**src/rtl/set_assoc_lru_cache_tag_sim_defines.svh**
```systemverilog
// Assertion macros used by the cache tag simulator RTL.
`ifndef SET_ASSOC_LRU_CACHE_TAG_SIM_DEFINES_SVH
`define SET_ASSOC_LRU_CACHE_TAG_SIM_DEFINES_SVH

// Same-cycle implication, sampled on clk, disabled in reset.
`define SALRU_ASSERT_NOW(label, ante, cons) \
    label: assert property (@(posedge clk) disable iff (!rst_n) (ante) |-> (cons)) \
        else $error("salru: same-cycle check failed");

// Next-cycle implication, sampled on clk, disabled in reset.
`define SALRU_ASSERT_NEXT(label, ante, cons) \
    label: assert property (@(posedge clk) disable iff (!rst_n) (ante) |=> (cons)) \
        else $error("salru: next-cycle check failed");

`endif

```
**src/rtl/salru_pkg.sv**
```systemverilog
// Shared constants and types of the cache tag simulator.
package salru_pkg;

    localparam int OP_W = 2;
    localparam logic [OP_W-1:0] OP_LOAD   = 2'd0;
    localparam logic [OP_W-1:0] OP_STORE  = 2'd1;
    localparam logic [OP_W-1:0] OP_MODIFY = 2'd2;
    localparam logic [OP_W-1:0] OP_NONE   = 2'd3;

    localparam int CFG_IDX_W  = 2;
    localparam int CFG_DATA_W = 5;
    localparam logic [CFG_IDX_W-1:0] CFG_SET_BITS   = 2'd0;
    localparam logic [CFG_IDX_W-1:0] CFG_WAYS       = 2'd1;
    localparam logic [CFG_IDX_W-1:0] CFG_BLOCK_BITS = 2'd2;

    localparam int SET_BITS_W   = 3;
    localparam int WAYS_W       = 4;
    localparam int BLOCK_BITS_W = 5;

    localparam logic [SET_BITS_W-1:0]   SET_BITS_RST   = 3'd4;
    localparam logic [WAYS_W-1:0]       WAYS_RST       = 4'd1;
    localparam logic [BLOCK_BITS_W-1:0] BLOCK_BITS_RST = 5'd4;

    localparam logic [BLOCK_BITS_W-1:0] BLOCK_BITS_MAX = 5'd16;

    localparam int CNT_W = 32;

    typedef struct packed {
        logic hit;
        logic miss;
        logic evict;
        logic last;
    } res_flags_t;

endpackage

```
**src/rtl/salru_front.sv**
```systemverilog
// Front end: takes an access, splits the address into set and tag, picks the ways in use.
module salru_front #(
    parameter int MAX_SET_BITS = 6,
    parameter int MAX_WAYS     = 8,
    parameter int ADDR_BITS    = 48
) (
    input  logic                                  in_valid,
    input  logic [salru_pkg::OP_W-1:0]            op,
    input  logic [ADDR_BITS-1:0]                  address,
    input  logic [salru_pkg::SET_BITS_W-1:0]      set_bits,
    input  logic [salru_pkg::WAYS_W-1:0]          ways_in_use,
    input  logic [salru_pkg::BLOCK_BITS_W-1:0]    block_bits,
    output logic                                  acc_valid,
    output logic [MAX_SET_BITS-1:0]               acc_set,
    output logic [ADDR_BITS-3:0]                  acc_tag,
    output logic [MAX_WAYS-1:0]                   acc_mask,
    output logic                                  acc_twice
);
    import salru_pkg::*;

    localparam int TAG_W = ADDR_BITS - 2;

    logic [4:0]           sb_c;
    logic [4:0]           nw_c;
    logic [4:0]           bb_c;
    logic [5:0]           shamt;
    logic [ADDR_BITS-1:0] blk_shift;
    logic [ADDR_BITS-1:0] tag_shift;
    logic [MAX_SET_BITS-1:0] set_mask;

    always_comb
    begin
        sb_c = {2'b00, set_bits};
        if (sb_c == 5'd0)
        begin
            sb_c = 5'd1;
        end
        else if (sb_c > 5'(MAX_SET_BITS))
        begin
            sb_c = 5'(MAX_SET_BITS);
        end

        nw_c = {1'b0, ways_in_use};
        if (nw_c == 5'd0)
        begin
            nw_c = 5'd1;
        end
        else if (nw_c > 5'(MAX_WAYS))
        begin
            nw_c = 5'(MAX_WAYS);
        end

        bb_c = block_bits;
        if (bb_c == 5'd0)
        begin
            bb_c = 5'd1;
        end
        else if (bb_c > BLOCK_BITS_MAX)
        begin
            bb_c = BLOCK_BITS_MAX;
        end

        for (int i = 0; i < MAX_SET_BITS; i++)
        begin
            set_mask[i] = (5'(i) < sb_c);
        end
        for (int w = 0; w < MAX_WAYS; w++)
        begin
            acc_mask[w] = (5'(w) < nw_c);
        end

        shamt     = 6'(bb_c) + 6'(sb_c);
        blk_shift = address >> bb_c;
        tag_shift = address >> shamt;
    end

    assign acc_set   = blk_shift[MAX_SET_BITS-1:0] & set_mask;
    assign acc_tag   = tag_shift[TAG_W-1:0];
    assign acc_twice = (op == OP_MODIFY);
    // drop the unused op code here, before it reaches the queue
    assign acc_valid = in_valid && (op != OP_NONE);

endmodule

```
**config.mk**
```make
export PLATFORM = sky130hd
export DESIGN_NAME = salru_front
export DESIGN_NICKNAME = d
export VERILOG_FILES = /design/src/rtl/set_assoc_lru_cache_tag_sim_defines.svh /design/src/rtl/salru_pkg.sv /design/src/rtl/salru_front.sv
export SDC_FILE = /design/constraint.sdc
export NUM_CORES = 1
export LEC_CHECK = 0
export BUFFER_PORTS_ARGS = -buffer_cell sky130_fd_sc_hd__buf_2
export CORE_MARGIN = 5
export CORE_UTILIZATION = 30
export DETAILED_ROUTE_END_ITERATION = 8
export PLACE_DENSITY_LB_ADDON = 0.08
export SLEW_MARGIN = 40
export SYNTH_ARGS = -nofsm -noshare
export SYNTH_HDL_FRONTEND = slang
export SYNTH_SLANG_ARGS = --single-unit
```
**constraint.sdc**
```tcl
create_clock -name vclk -period 6.8
set_clock_uncertainty 0.15 [all_clocks]
set_input_delay 0.34 -clock vclk [all_inputs]
set_output_delay 0.34 -clock vclk [all_outputs]
set_load 0.01 [all_outputs]
```
Yosys cells after proc, flatten, opt, wreduce, memory -nomap -nowiden
Cells that the tools add are included.
Widths: inputs -> output; s select.
{"block": "word_totals", "regBits": 0, "inputBits": 63, "out_inout_bits": 62, "wordCells": 33}
{"block": "classes", "addsub": 1, "order_cmp": 17, "eq_ne": 2, "shift": 2, "muxes": 6, "n_bitwise": 1, "reduce_logical": 4}
{"cell": "$shr 48x5->6", "n": 1}
{"cell": "$shr 48x6->46", "n": 1}
{"cell": "$lt 3x5->1 const A", "n": 6}
{"cell": "$lt 1x5->1 const A", "n": 4}
{"cell": "$lt 2x5->1 const A", "n": 4}
{"cell": "$mux 5", "n": 2}
{"cell": "$mux 4", "n": 2}
{"cell": "$add 5x5->6", "n": 1}
{"cell": "$and 6x6->6", "n": 1}
{"cell": "$mux 3", "n": 2}
{"cell": "$gt 5x5->1 const B", "n": 1}
{"cell": "$logic_not 5->1", "n": 1}
{"cell": "$gt 4x4->1 const B", "n": 1}
{"cell": "$logic_not 4->1", "n": 1}
{"cell": "$gt 3x3->1 const B", "n": 1}
{"cell": "$logic_not 3->1", "n": 1}
{"cell": "$eq 2x2->1 const B", "n": 1}
{"cell": "$ne 2x2->1 const B", "n": 1}
{"cell": "$logic_and 1x1->1", "n": 1}

Logic depth before layout (Yosys ltp)
{"block": "depth", "ltp_word": 5, "depth_mapped": 16, "mapped_depth_nobuf": 11}

Worst setup path after synthesis
Ideal clock, no wire load.
{"block": "synth_path", "path_kind": "input-to-output", "start": "input block_bits[1] (netlist bit)", "end": "output acc_tag[0]", "arrival_time_ns": 3.422, "required_ns": 6.310, "setup_slack_ns": 2.888, "path_stages": 14, "path_buffers": 4, "path_cell_list": "buf_6 or3_4 a21o_4 clkinv_2 buf_6 ha_1 inv_1 fa_1 buf_2 buf_2 mux2i_1 inv_1 mux4_2 mux2i_1"}
{"block": "synth_via", "elab_chain_len": 5, "elab_cells_between_ends": 6, "cone_classes": "add/sub: 1; order compare: 1; shift: 1; mux: 2; reduce/logical: 1"}
{"element": "start, declared", "line": "salru_front.sv:12", "text": "input logic [salru_pkg::BLOCK_BITS_W-1:0] block_bits,"}
{"element": "$gt 5x5->1", "line": "salru_front.sv:58", "text": "else if (bb_c > BLOCK_BITS_MAX)"}
{"element": "$mux 5", "line": "salru_front.sv:58"}
{"element": "$mux 5 (*)", "line": "salru_front.sv:54", "text": "if (bb_c == 5'd0)"}
{"element": "$add 5x5->6 (*)", "line": "salru_front.sv:72", "text": "shamt = 6'(bb_c) + 6'(sb_c);"}
{"element": "$shr 48x6->46 (*)", "line": "salru_front.sv:74", "text": "tag_shift = address >> shamt;"}
{"element": "end, declared", "line": "salru_front.sv:15", "text": "output logic [ADDR_BITS-3:0] acc_tag,"}
Mark *: on every way between the ends. The rest lies on a longest branch, timed or not.

Final worst setup path
{"block": "layout_path", "start": "input block_bits[1] (netlist bit)", "end": "output acc_tag[6]"}
The elaborated chain is that of the path after synthesis.

==> flow_summary.rst <==
.. list-table::
   :header-rows: 1

   * - Metric
     - Value
   * - Outcome
     - complete, no violations
   * - Class of the tightest hold or removal check
     - primary input to output port
   * - Global placer's final weighted congestion
     - 0.915
   * - Final Cycle Share
     - 72.5%
   * - Number of global-route vias before repair
     - 3,990
   * - Proportion of synthesized chip area in sequential cells
     - 0%
   * - Number of ports placed on the die boundary
     - 125
   * - Count of standard-cell rows
     - 40
   * - Die X
     - 122 µm
   * - Average footprint of a synthesized cell
     - 7.91 µm²
   * - Gate count of the mapped netlist
     - 475
   * - Total overflow reported by the global router
     - 0
   * - Total detailed-routing wirelength
     - 15.1 mm
   * - Input/output buffers
     - 124
   * - Clkbuf count
     - 0
   * - WHS
     - 0.775 ns
   * - Global-route wire length before repair
     - 23.2 mm
   * - Synth Net Count
     - 542
   * - Final setup fails
     - 0
   * - Net Switching
     - 421 µW
   * - Crit. Startpoint
     - block_bits[1]
   * - Post-route minimum period
     - 4.93 ns
   * - Overall die height
     - 122 µm
   * - Worst Hold Depth
     - 3
   * - Share of power burned in combinational logic
     - 100.0%
   * - Endpoint kind of the worst setup timing path
     - output port
   * - Number of iterations in the first detailed-routing pass
     - 5
   * - Cell type contributing the most total cell area after synthesis
     - mux4_2
   * - Area grow syn2layout
     - 19.4%
   * - FF+latch count
     - 0
   * - Arrival time at the worst endpoint
     - 4.44 ns
   * - Average wire per standard cell
     - 20.7 µm
   * - Number of DRC markers in iteration 0
     - 299
   * - CP max FO
     - 31
   * - Antenna violations before repair
     - 0
   * - Core ar.
     - 0.0122 mm²
   * - Most frequent cell on the critical path
     - buf_2
   * - Count of cells resized by post-cts repair
     - 0
   * - Detailed-route vias per instance
     - 5.65
   * - Proportion of power drawn by flip-flops and latches
     - 0%
   * - Combined area of all synthesized cells
     - 0.00376 mm²
   * - Final #Nets
     - 630
   * - Req. time, crit path
     - 6.31 ns
   * - Max-slew violation count
     - 0
   * - DRC violation count after routing
     - 0
   * - Number of antenna cells inserted
     - 0
   * - Relative slew margins
     - 52.5%
   * - Ratio of total power to cell area
     - 163 mW/mm²
   * - Max stage delay cell, worst path
     - fa_2
   * - Total global routing track utilization
     - 19.3%
   * - Final worst slack
     - 1.87 ns
   * - Remaining antenna violation count
     - 0
   * - Area share of the leading cell type in the synthesized netlist
     - 24.0%
   * - Die Outline Area
     - 0.0149 mm²
   * - Total setup buffers inserted after CTS
     - 0
   * - Filler instances
     - 1,320
   * - Final sum of negative setup slack
     - 0 ns
   * - Maximum number of pins on one net before global-route repair
     - 32
   * - Slowest cell delay on critical path
     - 0.98 ns
   * - Crit Path Category
     - primary input to output port
   * - Measured slew at the worst slew-check pin
     - 0.711 ns
   * - Biggest area contributors in the synthesized netlist
     - mux4_2, mux2i_1, nand2_1
   * - Yosys warnings
     - 0
   * - Internal
     - 312 µW
   * - Clock Power Share
     - 0%
   * - Utilization after layout
     - 36.9%
   * - Place WS
     - 1.84 ns
   * - Leakage dissipation
     - 2.00 nW
   * - Share of final-layout standard cells stronger than drive strength 1
     - 37.1%
   * - Count of unique library cells instantiated by Yosys
     - 59
   * - Hold Vio Cnt, Final
     - 0
   * - Min-delay src
     - op[0]
   * - CP cell instances
     - buf_2 > or3_4 > a21o_4 > clkinv_2 > ha_4 > inv_1 > fa_2 > buf_4 > mux2_2 > mux4_2 > mux2i_1 > buf_2
   * - Net Sw Frac
     - 57.5%
   * - DR vias
     - 4,122
   * - Estimated wirelength of the detail-placed design
     - 12.1 mm
   * - RSZ-0062 raised after global routing
     - false
   * - Maximum VDD drop
     - 0.0511 mV
   * - Max-capacitance violation count
     - 0
   * - Maximum operating frequency
     - 203 MHz
   * - Hold Buf Count CTS
     - 0
   * - Type of origin of the critical path
     - primary input
   * - Initial Utilization
     - 30.9%
   * - Sequential Area
     - 0 µm²
   * - WHS Endpoint
     - acc_twice
## area by class of cell
| cell class | instances | area [µm²] | area share, % |
|---|---|---|---|
| repair buffers | 135 | 726 | 16.2 |
| multi-input cells | 406 | 3470 | 77.4 |
| well taps | 168 | 210 | 4.68 |
| inverters | 20 | 76.3 | 1.70 |
## layout by cell type (no fill, tap or decap), drive strengths merged, types with 3 or more instances in the layout
cell,count
mux2,17
a211oi,6
or3,6
a2111oi,3
a21oi,41
inv,19
mux4,40
o31ai,3
a21o,4
buf,135
or2,4
nand2,55
o21ai,27
ha,3
mux2i,78
nor3,7
a31oi,8
nor2,35
nand3,8
nor2b,10
o21a,4
o22ai,5
nand2b,4
and2,3
o221ai,5
## layer usage
| metal | track usage [%] | vias up | wire length (µm) | part of all wire [%] |
|---|---|---|---|---|
| li1 | - | 1977 | - | - |
| met1 | 28.0 | 1986 | 7060 | 47 |
| met2 | 33.3 | 153 | 7140 | 47 |
| met3 | 1.07 | 6 | 789 | 5.2 |
| met4 | 0.840 | 0 | 72 | 0.48 |
| met5 | 0 | - | 0 | 0 |
## per-stage QoR
stage,std cells,total power [mW],area (µm²)
after floorplan,475,0.494,3760
after global placement,726,0.722,4420
after detailed placement,729,0.728,4480
after CTS,729,0.731,4480
after global routing,729,0.794,4490
final,729,0.733,4490
## synth_stat cells, types with 4 or more instances
cell type,number
a211oi_1,6
a21oi_1,41
a31oi_1,8
buf_2,18
buf_4,5
clkbuf_1,20
inv_1,19
mux2_2,16
mux2i_1,78
mux4_2,40
nand2_1,55
nand2b_1,4
nand3_1,8
nor2_1,34
nor2b_1,10
nor3_1,7
o21a_1,4
o21ai_0,26
o221ai_1,5
o22ai_1,5
or3_1,5
## power groups by stage
stage / sequential, mW / clock (mW) / combinational (mW)
floorplan: 0 / 0 / 0.494
global route: 0 / 0 / 0.794
finish: 0 / 0 / 0.733
CTS: 0 / 0 / 0.731
global placement: 0 / 0 / 0.722
detailed placement: 0 / 0 / 0.728
## worst max path at each step
| stage | endpoint | slack [ns] | depth (start not counted) |
|---|---|---|---|
| after floorplan | acc_tag[0] | 2.89 | 14 |
| after global placement | acc_tag[8] | 1.89 | 14 |
| after detailed placement | acc_tag[6] | 1.84 | 12 |
| after CTS | acc_tag[6] | 1.83 | 12 |
| after global routing | acc_tag[1] | 1.69 | 14 |
| final | acc_tag[6] | 1.87 | 12 |
## kinds of logic (layout without fill, tap and decap cells)
| family | count (synthesis) | after routing | synth area share, % |
|---|---|---|---|
| AND/OR/NAND/NOR | 137 | 137 | 16.7 |
| other | 1 | 1 | 0.0998 |
| adder cells (fa/ha/maj) | 5 | 5 | 1.80 |
| buffers and inverters | 69 | 155 | 9.49 |
| XOR/XNOR | 4 | 4 | 1.13 |
| AO/OA/AOI/OAI | 124 | 124 | 21.0 |
| multiplexers | 135 | 135 | 49.8 |
## critical path, delay by kind of cell
family / cells / cell delay, ns
adders and majority gates: 2 / 1.15
buffers and inverters: 5 / 1.13
muxes: 3 / 1.07
AOI/OAI and AO/OA: 1 / 0.25
and+or+nand+nor: 1 / 0.47
(Power assumes the default switching activity.)
