<file path="config.mk">
export PLATFORM = sky130hd
export DESIGN_NAME = salru_queue
export DESIGN_NICKNAME = d
export VERILOG_FILES = /design/src/rtl/set_assoc_lru_cache_tag_sim_defines.svh /design/src/rtl/salru_queue.sv
export SDC_FILE = /design/constraint.sdc
export NUM_CORES = 1
export LEC_CHECK = 0
export BUFFER_PORTS_ARGS = -buffer_cell sky130_fd_sc_hd__buf_2
export CORE_UTILIZATION = 40
export DETAILED_ROUTE_END_ITERATION = 10
export HOLD_SLACK_MARGIN = 0.03
export PLACE_DENSITY_LB_ADDON = 0.08
export SYNTH_ARGS = -nofsm -noshare
export SYNTH_HDL_FRONTEND = slang
export SYNTH_SLANG_ARGS = --single-unit
</file>
<file path="constraint.sdc">
create_clock -name clk -period 3 [get_ports clk]
set_clock_uncertainty 0.15 [all_clocks]
set_input_delay 0.3 -clock clk [delete_from_list [all_inputs] [get_ports clk]]
set_output_delay 0.3 -clock clk [all_outputs]
set_load 0.1 [all_outputs]
</file>
<file path="src/rtl/set_assoc_lru_cache_tag_sim_defines.svh">
// Assertion macros used by the cache tag simulator RTL.
`ifndef SET_ASSOC_LRU_CACHE_TAG_SIM_DEFINES_SVH
`define SET_ASSOC_LRU_CACHE_TAG_SIM_DEFINES_SVH

// Same-cycle implication, sampled on clk, disabled in reset.
`define SALRU_ASSERT_NOW(label, ante, cons) \
    label: assert property (@(posedge clk) disable iff (!rst_n) (ante) |-> (cons)) \
        else $error("salru: same-cycle check failed");

// Next-cycle implication, sampled on clk, disabled in reset.
`define SALRU_ASSERT_NEXT(label, ante, cons) \
    label: assert property (@(posedge clk) disable iff (!rst_n) (ante) |=> (cons)) \
        else $error("salru: next-cycle check failed");

`endif

</file>
<file path="src/rtl/salru_queue.sv">
// Two-entry queue between the front end and the set update engine.
module salru_queue #(
    parameter int WIDTH = 8
) (
    input  logic             clk,
    input  logic             rst_n,
    input  logic             push_valid,
    output logic             push_stall,
    input  logic [WIDTH-1:0] push_data,
    output logic             pop_valid,
    input  logic             pop_stall,
    output logic [WIDTH-1:0] pop_data
);

    localparam int DEPTH = 2;

    logic [WIDTH-1:0] entry_reg [DEPTH];
    logic             wr_ptr_reg;
    logic             wr_ptr_next;
    logic             rd_ptr_reg;
    logic             rd_ptr_next;
    logic [1:0]       count_reg;
    logic [1:0]       count_next;
    logic             push;
    logic             pop;

    assign push_stall = (count_reg == 2'(DEPTH));
    assign pop_valid  = (count_reg != 2'd0);
    assign pop_data   = entry_reg[rd_ptr_reg];
    assign push       = push_valid && !push_stall;
    assign pop        = pop_valid && !pop_stall;

    always_comb
    begin
        wr_ptr_next = push ? wr_ptr_reg + 1'b1 : wr_ptr_reg;
        rd_ptr_next = pop ? rd_ptr_reg + 1'b1 : rd_ptr_reg;
        count_next  = count_reg;
        if (push && !pop)
        begin
            count_next = count_reg + 2'd1;
        end
        else if (pop && !push)
        begin
            count_next = count_reg - 2'd1;
        end
    end

    always_ff @(posedge clk or negedge rst_n)
    begin
        if (!rst_n)
        begin
            wr_ptr_reg <= 1'b0;
            rd_ptr_reg <= 1'b0;
            count_reg  <= 2'd0;
        end
        else
        begin
            wr_ptr_reg <= wr_ptr_next;
            rd_ptr_reg <= rd_ptr_next;
            count_reg  <= count_next;
        end
    end

    always_ff @(posedge clk)
    begin
        if (push)
        begin
            entry_reg[wr_ptr_reg] <= push_data;
        end
    end

endmodule

</file>
* After elaboration in Yosys (flattened, before gate mapping)
Memories as Yosys holds them, arrays and structs flattened. Index checks and enable logic that the tools add are counted. Widths: inputs -> output; s select.
Operators by class: add/sub/neg operators 4, eq/ne operators 1, mux-type cells 4, reductions and logical operators 10
Operators by type and width (count):
- $logic_and 1x1->1 | 4
- $logic_not 1->1 | 4
- $mux 2 | 2
- $reduce_bool 2->1 | 2
- $add 1x1->1 const B | 2
- $add 2x1->2 const B | 1
- $eq 2x2->1 const B | 1
- $mux 1 | 2
- $sub 2x1->2 const B | 1
Storage, ports and cells: register bits after elaboration 4, RAM bits 16, input port bits 12, logic and storage cells 23, memories 1
Memories:
- entry_reg | words 2, width 8, rd ports 1, clocked after Yosys merged registers in 0, write ports 1, line salru_queue.sv:17 | logic [WIDTH-1:0] entry_reg [DEPTH];

* Longest topological paths before layout
Gate-level depths: netlist of the first run.
depth after elaboration 7, gate-level depth with buffers 7

* Worst setup path before layout of the first run
OpenSTA, ideal clock, no wires.
kind flip-flop to flip-flop, from register count_reg[1], to register count_reg[1], library setup time 0.125 ns, data arrival time 1.358 ns, required time 2.725 ns, setup slack 1.367 ns, cell stages (with the launch flop) 7, path buffers 0, clock period less this slack 1.633 ns, cell sequence dfrtp_1 > or2_4 > nand2b_2 > ha_1 > xor2_1 > nor2_1 > xor2_1
RTL lines:
- start, declared | line salru_queue.sv:22 | logic [1:0] count_reg;
- start signal, assigned | line salru_queue.sv:60 | count_reg <= count_next;
- $reduce_bool 2->1 * | line salru_queue.sv:28 | assign pop_valid = (count_reg != 2'd0);
- named net pop_valid | line salru_queue.sv:10 | output logic pop_valid,
- $logic_and 1x1->1 * | line salru_queue.sv:31 | assign pop = pop_valid && !pop_stall;
- $logic_not 1->1 | line salru_queue.sv:38 | if (push && !pop)
- $logic_and 1x1->1 | line salru_queue.sv:38
- $mux 2 or $reduce_bool 2->1 (tied branches)
Mark *: on every way through the listed nets, which the timed path passes. The rest lies on a longest branch. The select of a mux whose other input is x is not followed. A chain may end at the register's enable or synchronous reset.

* Worst setup path after layout of the first run
from register rd_ptr_reg, to output port pop_data[2]
Between the ends: longest elaborated chain between the ends 1
Ends and longest elaborated chain:
- start, declared | line salru_queue.sv:20 | logic rd_ptr_reg;
- start signal, assigned | line salru_queue.sv:59 | rd_ptr_reg <= rd_ptr_next;
- $mem_v2 2x8
- end, declared | line salru_queue.sv:12 | output logic [WIDTH-1:0] pop_data
No other way between the ends.

==> flow_summary_export.csv, run 1 <==
group,metric,value,unit
worst_hold_path,hold_start,"push_data[6]",
cts,clockBufferDepth,2,
layout,fillers,161,
synthesis,synth_mux_area_share,11.54,%
worst_setup_path,worst-r2r-setup-slack,1.23,ns
route,antenna_left,0,
worst_setup_path,path_class,"flop to output port",
worst_setup_path,worstRegToRegCells,3,
synthesis,synthTopCellsByArea,"edfxtp_1, dfrtp_1, mux2_2",
synthesis,synthFlopType,"edfxtp_1",
grt,grt_remaining_overflow,0,
timing,hold_viol,0,
timing,tns,0,ns
layout,drive_gt1_share,47.22,%
outcome,status,"complete, no violations",
synthesis,netlist_area,780.7,um2
layout,multi_input_area,187.7,um2
cts,clk_latency,0.29,ns
synthesis,synthSimpleGateAreaFrac,5.288,%
worst_hold_path,whs_path_depth,1,
synthesis,synth.top_cell.area_share,61.54,%
synthesis,postSynthAreaPerCell,17.74,um2
cts,cts_root_buffer,"clkbuf_4",
worst_hold_path,hold_class,"primary input to flop",
worst_setup_path,r2r_end,"entry_reg[0][3]$_DFFE_PP_",
synthesis,ys_seq_area_share,74.36,%
cts,cts_made_buffers,3,
die,start_util,43.79,%
route,wl,1125,um
die,rows,15,
route,wl_per_cell,11.60,um
layout,diodes,0,
die,dieWidth,46.18,um
die,fp.dieH,46.18,um
synthesis,ys_ff_latch,20,
layout,num-nets-final,86,
worst_setup_path,critPathCaptureType,"output port",
synthesis,yosys.area_share.adder,1.603,%
cts,htreeDepth,1,
synthesis,yosysTopAreaCell,"edfxtp_1",
timing,grt_setup_unrepaired,"false",
die,io_pins,22,
layout,ff_latch_area,580.6,um2
synthesis,syn_inst,44,
synthesis,synth_top_family_by_area,"multiplexers",
timing,layout_worst_path_cycle_share,66.66,%
job,drv_cap,0,
synthesis,async_flop_share,20.00,%
grt,grt_usage,11.77,%
worst_setup_path,critical_path_arrival,1.55,ns
synthesis,synth-xor-area-share,5.609,%
grt,grt_pass1_wl,1656,um
cts,clkTransAtPathRegs,0.11,ns
worst_setup_path,r2r_start,"count_reg[0]$_DFFE_PN0P_",
route,firstDrtPassIters,3,
synthesis,netlist-cell-type-count,14,
timing,timing.fmax,500.0,MHz
route,route.vias.total,431,
synthesis,synth_compound_area_share,0,%
timing,worstMarginPinSlew,0.7313,ns
cts,cts_tree,"yes",
worst_setup_path,start_kind,"flop",
synthesis,synth_edf_count,16,
worst_setup_path,path_max_fanout,9,
grt,grt_pass1_vias,399,
worst_setup_path,cp.required,2.55,ns
layout,syn_to_final_growth,25.32,%
synthesis,yosysWarnings,0,
grt,grt_max_degree,12,
route,drc,0,
synthesis,synth_common_cells,"edfxtp_1, mux2_2, dfrtp_1, xnor2_1",
layout,largest_reg_flops,16,
place,hpwl,801.9,um
synthesis,synth_nets,57,
route,via_per_inst,4.443,
grt,antenna_found_initial,0,
route,initialDrtViolationCount,5,
place,gp_congestion,0.6367,
timing,finalSetupViolCount,0,
die,die_area,0.002133,mm2
timing,slew_viol_final,0,
place,numPortBuffers,21,
timing,relSlewSlack,51.06,%
cts,cts.sink_count,20,
worst_hold_path,hold_end,"entry_reg[1][6]$_DFFE_PP_",
timing,finalCriticalPeriod,2.000,ns
die,core,0.001783,mm2
cts,cts_resized,0,
synthesis,yosysMostFrequentCell,"edfxtp_1",
## through the flow
stage / setup slack (ns) / utilization (%) / cells / hold WS (ns) / instance area [um2]
6_report: 1.000 / 54.88 / 97 / 0.04224 / 978.4
5_1_grt: 0.9337 / 54.88 / 97 / 0.03242 / 978.4
4_1_cts: 0.9893 / 53.19 / 94 / 0.03788 / 948.4
3_5_place_dp: 1.229 / 51.16 / 89 / -0.03279 / 912.1
3_3_place_gp: 1.261 / 51.16 / 89 / -0.03355 / 912.1
2_1_floorplan: 1.367 / - / 44 / -0.1456 / 780.7
## logic make-up after synthesis
| group | after synthesis |
|---|---|
| simple gates | 7 |
| flops | 20 |
| buf+inv | 3 |
| mux | 8 |
| xor+xnor | 5 |
| fa+ha+maj | 1 |
## routing by layer
layer  global-route usage, %  vias up  part of all wire, %
met5                       0        -                    0
met4                   5.294        0                 0.36
met3                   3.529        2                  3.0
met2                   20.00       10                   51
met1                   13.55      204                   45
li1                        -      215                    -
## cell usage in the layout, fill, tap and decap left out
master,count
and3_1,1
buf_2,21
clkbuf_1,1
clkbuf_4,3
dfrtp_1,4
dlygate4sd3_1,4
edfxtp_1,16
ha_1,1
inv_1,2
mux2_2,8
nand2_1,1
nand2b_1,1
nand2b_2,1
nor2_1,2
or2_4,1
xnor2_1,3
xor2_1,2
## how the worst max path moves through the flow
stage,start,end
after floorplan,count_reg[1]$_DFFE_PN0P_,count_reg[1]$_DFFE_PN0P_
after global placement,count_reg[0]$_DFFE_PN0P_,entry_reg[0][7]$_DFFE_PP_
after detailed placement,count_reg[0]$_DFFE_PN0P_,entry_reg[0][7]$_DFFE_PP_
after CTS,rd_ptr_reg$_DFFE_PN0P_,pop_data[2]
after global routing,rd_ptr_reg$_DFFE_PN0P_,pop_data[2]
final,rd_ptr_reg$_DFFE_PN0P_,pop_data[2]
## worst max-delay path: stages, from the launching register on
cell and delay [ns]:
dfrtp_1 0.59, mux2_2 0.38, buf_2 0.29
## final cells by class
cell class                      instances  share of cell area, %
Inverter                                2                 0.7673
Clock buffer                            4                  2.685
Sequential cell                        20                  59.34
Timing Repair Buffer                   25                  14.83
Multi-Input combinational cell         21                  19.18
Tap cell                               25                  3.197
## what timing repair did
item | CTS | global route
hold buffers | 1 | 3
endpoints found under the hold margin | 4 | 5
buffers inserted | 0 | 0
endpoints found under the setup margin | 0 | 0
Power of run 1 is not shown: default switching activity piles up to over one toggle a cycle in this logic, so the estimate is an artifact.
==> run 2: changes to the inputs <==
==> constraint.sdc (replaced) <==
create_clock -name clk -period 1.7 [get_ports clk]
set_clock_uncertainty 0.15 [all_clocks]
set_input_delay 0.17 -clock clk [delete_from_list [all_inputs] [get_ports clk]]
set_output_delay 0.17 -clock clk [all_outputs]
set_load 0.1 [all_outputs]
==> flow_summary_export.csv, run 2 (synthesized netlist as in run 1, its figures left out) <==
group,metric,value,unit
die,dieWidth,46.18,um
cts,cts_tree,"yes",
place,gp_congestion,0.6178,
worst_setup_path,cp_num_cells,3,
die,start_util,43.79,%
worst_setup_path,cp.required,1.38,ns
layout,diodes,0,
layout,num-nets-final,98,
cts,cts.sink_count,20,
cts,clkTransAtPathRegs,0.11,ns
route,wl_per_cell,11.70,um
grt,grt_pass1_wl,1980,um
die,core,0.001783,mm2
grt,grt_pass1_vias,501,
worst_setup_path,critPathMaxStageDelay,0.43,ns
layout,largest_reg_flops,16,
route,route.vias.total,478,
worst_setup_path,crit_family,"flip-flops",
route,antenna_left,0,
worst_setup_path,worstPathCellList,"buf_6 -> mux2_4 -> buf_12",
worst_setup_path,worstRegToRegCells,6,
outcome,status,"complete, no violations",
timing,holdWs,0.06437,ns
worst_hold_path,hold_class,"primary input to async pin",
worst_setup_path,r2r_start,"count_reg[0]$_DFFE_PN0P_",
worst_setup_path,slowest_stage,"dfrtp_2",
grt,grt_usage,14.21,%
layout,syn_to_final_growth,52.56,%
route,initialDrtViolationCount,6,
cts,cts_root_buffer,"clkbuf_4",
cts,clockBufferDepth,2,
worst_setup_path,path_max_fanout,5,
worst_setup_path,path_buf_inv,2,
timing,layout_worst_path_cycle_share,97.69,%
die,io_pins,22,
cts,cts_made_buffers,3,
timing,worstMarginPinSlew,0.4831,ns
layout,final_common_cell,"edfxtp_1",
timing,relSlewSlack,68.02,%
timing,timing.fmax,602.2,MHz
route,drc,0,
grt,grt_max_degree,12,
layout,final_core_util,66.81,%
timing,grt_setup_unrepaired,"true",
place,hpwl,772.7,um
worst_setup_path,critical_path_arrival,1.34,ns
timing,finalSetupViolCount,0,
worst_setup_path,path_class,"flop to output port",
layout,final_cell_mix,"edfxtp_1, buf_2, dlygate4sd3_1",
worst_setup_path,critPathCaptureType,"output port",
job,drv_cap,0,
layout,stdcell_count,109,
die,die_area,0.002133,mm2
route,via_per_inst,4.385,
worst_setup_path,crit_start,"rd_ptr_reg$_DFFE_PN0P_",
worst_setup_path,start_kind,"flop",
worst_setup_path,worst-r2r-setup-slack,0.09,ns
route,firstDrtPassIters,3,
timing,slew_viol_final,0,
worst_setup_path,crit_path_end,"pop_data[6]",
worst_setup_path,r2r_end,"count_reg[1]$_DFFE_PN0P_",
timing,finalCriticalPeriod,1.661,ns
route,wl,1275,um
grt,grt_remaining_overflow,0,
place,placed_cell_area,927.1,um2
cts,htreeDepth,1,
cts,clk_latency,0.29,ns
grt,antenna_found_initial,0,
die,fp.dieH,46.18,um
timing,hold_viol,0,
die,rows,15,
layout,drive_gt1_share,48.81,%
place,dp_cells,91,
layout,postLayoutCellArea,0.001191,mm2
place,numPortBuffers,21,
run 2: cell count changes in the layout (fill, tap and decap cells not counted), sizes merged:
cell         change
buf              +5
clkbuf           -1
clkinv           +1
dlygate4sd3      +7
run 2: what timing repair did:
item / in CTS / in global routing
hold buffers: 10 / 1
gates resized for setup: 15 / 18
setup buffers: 2 / 1
pin swaps: 0 / 0
setup endpoints to repair: 9 / 9
hold endpoints to repair: 21 / 1
run 2: per-stage QoR:
step / worst slack (ns) / setup TNS (ns)
finish: 0.03933 / 0
global route: -0.01216 / -0.04220
CTS: 0.001433 / 0
detailed placement: 0.06995 / 0
global placement: 0.08302 / 0
floorplan: 0.06666 / 0
run 2: worst min-delay path by stage:
| stage | to | from | cells past startpoint |
|---|---|---|---|
| after floorplan | count_reg[0]$_DFFE_PN0P_ | rst_n | 0 |
| after global placement | count_reg[1]$_DFFE_PN0P_ | rst_n | 1 |
| after detailed placement | count_reg[1]$_DFFE_PN0P_ | rst_n | 1 |
| after CTS | count_reg[0]$_DFFE_PN0P_ | rst_n | 2 |
| after global routing | count_reg[1]$_DFFE_PN0P_ | rst_n | 2 |
| final | rd_ptr_reg$_DFFE_PN0P_ | rst_n | 2 |
run 2: final cells by class:
cell class | count | area, um2
tap | 25 | 31.28
clock buffer | 3 | 22.52
timing repair buffer | 37 | 342.8
multi-input combinational | 21 | 201.4
sequential | 20 | 581.8
inverter | 2 | 7.507
fill | 133 | 591.8
clock inverter | 1 | 3.754
run 2: layer usage:
layer | vias up | global-route usage, % | share of wire [%]
met5 | - | 0 | 0
met3 | 2 | 2.353 | 2.6
met1 | 230 | 15.72 | 44
met2 | 10 | 22.82 | 52
li1 | 236 | - | -
met4 | 0 | 13.53 | 0.78
Power of run 2 is left out for the same reason.
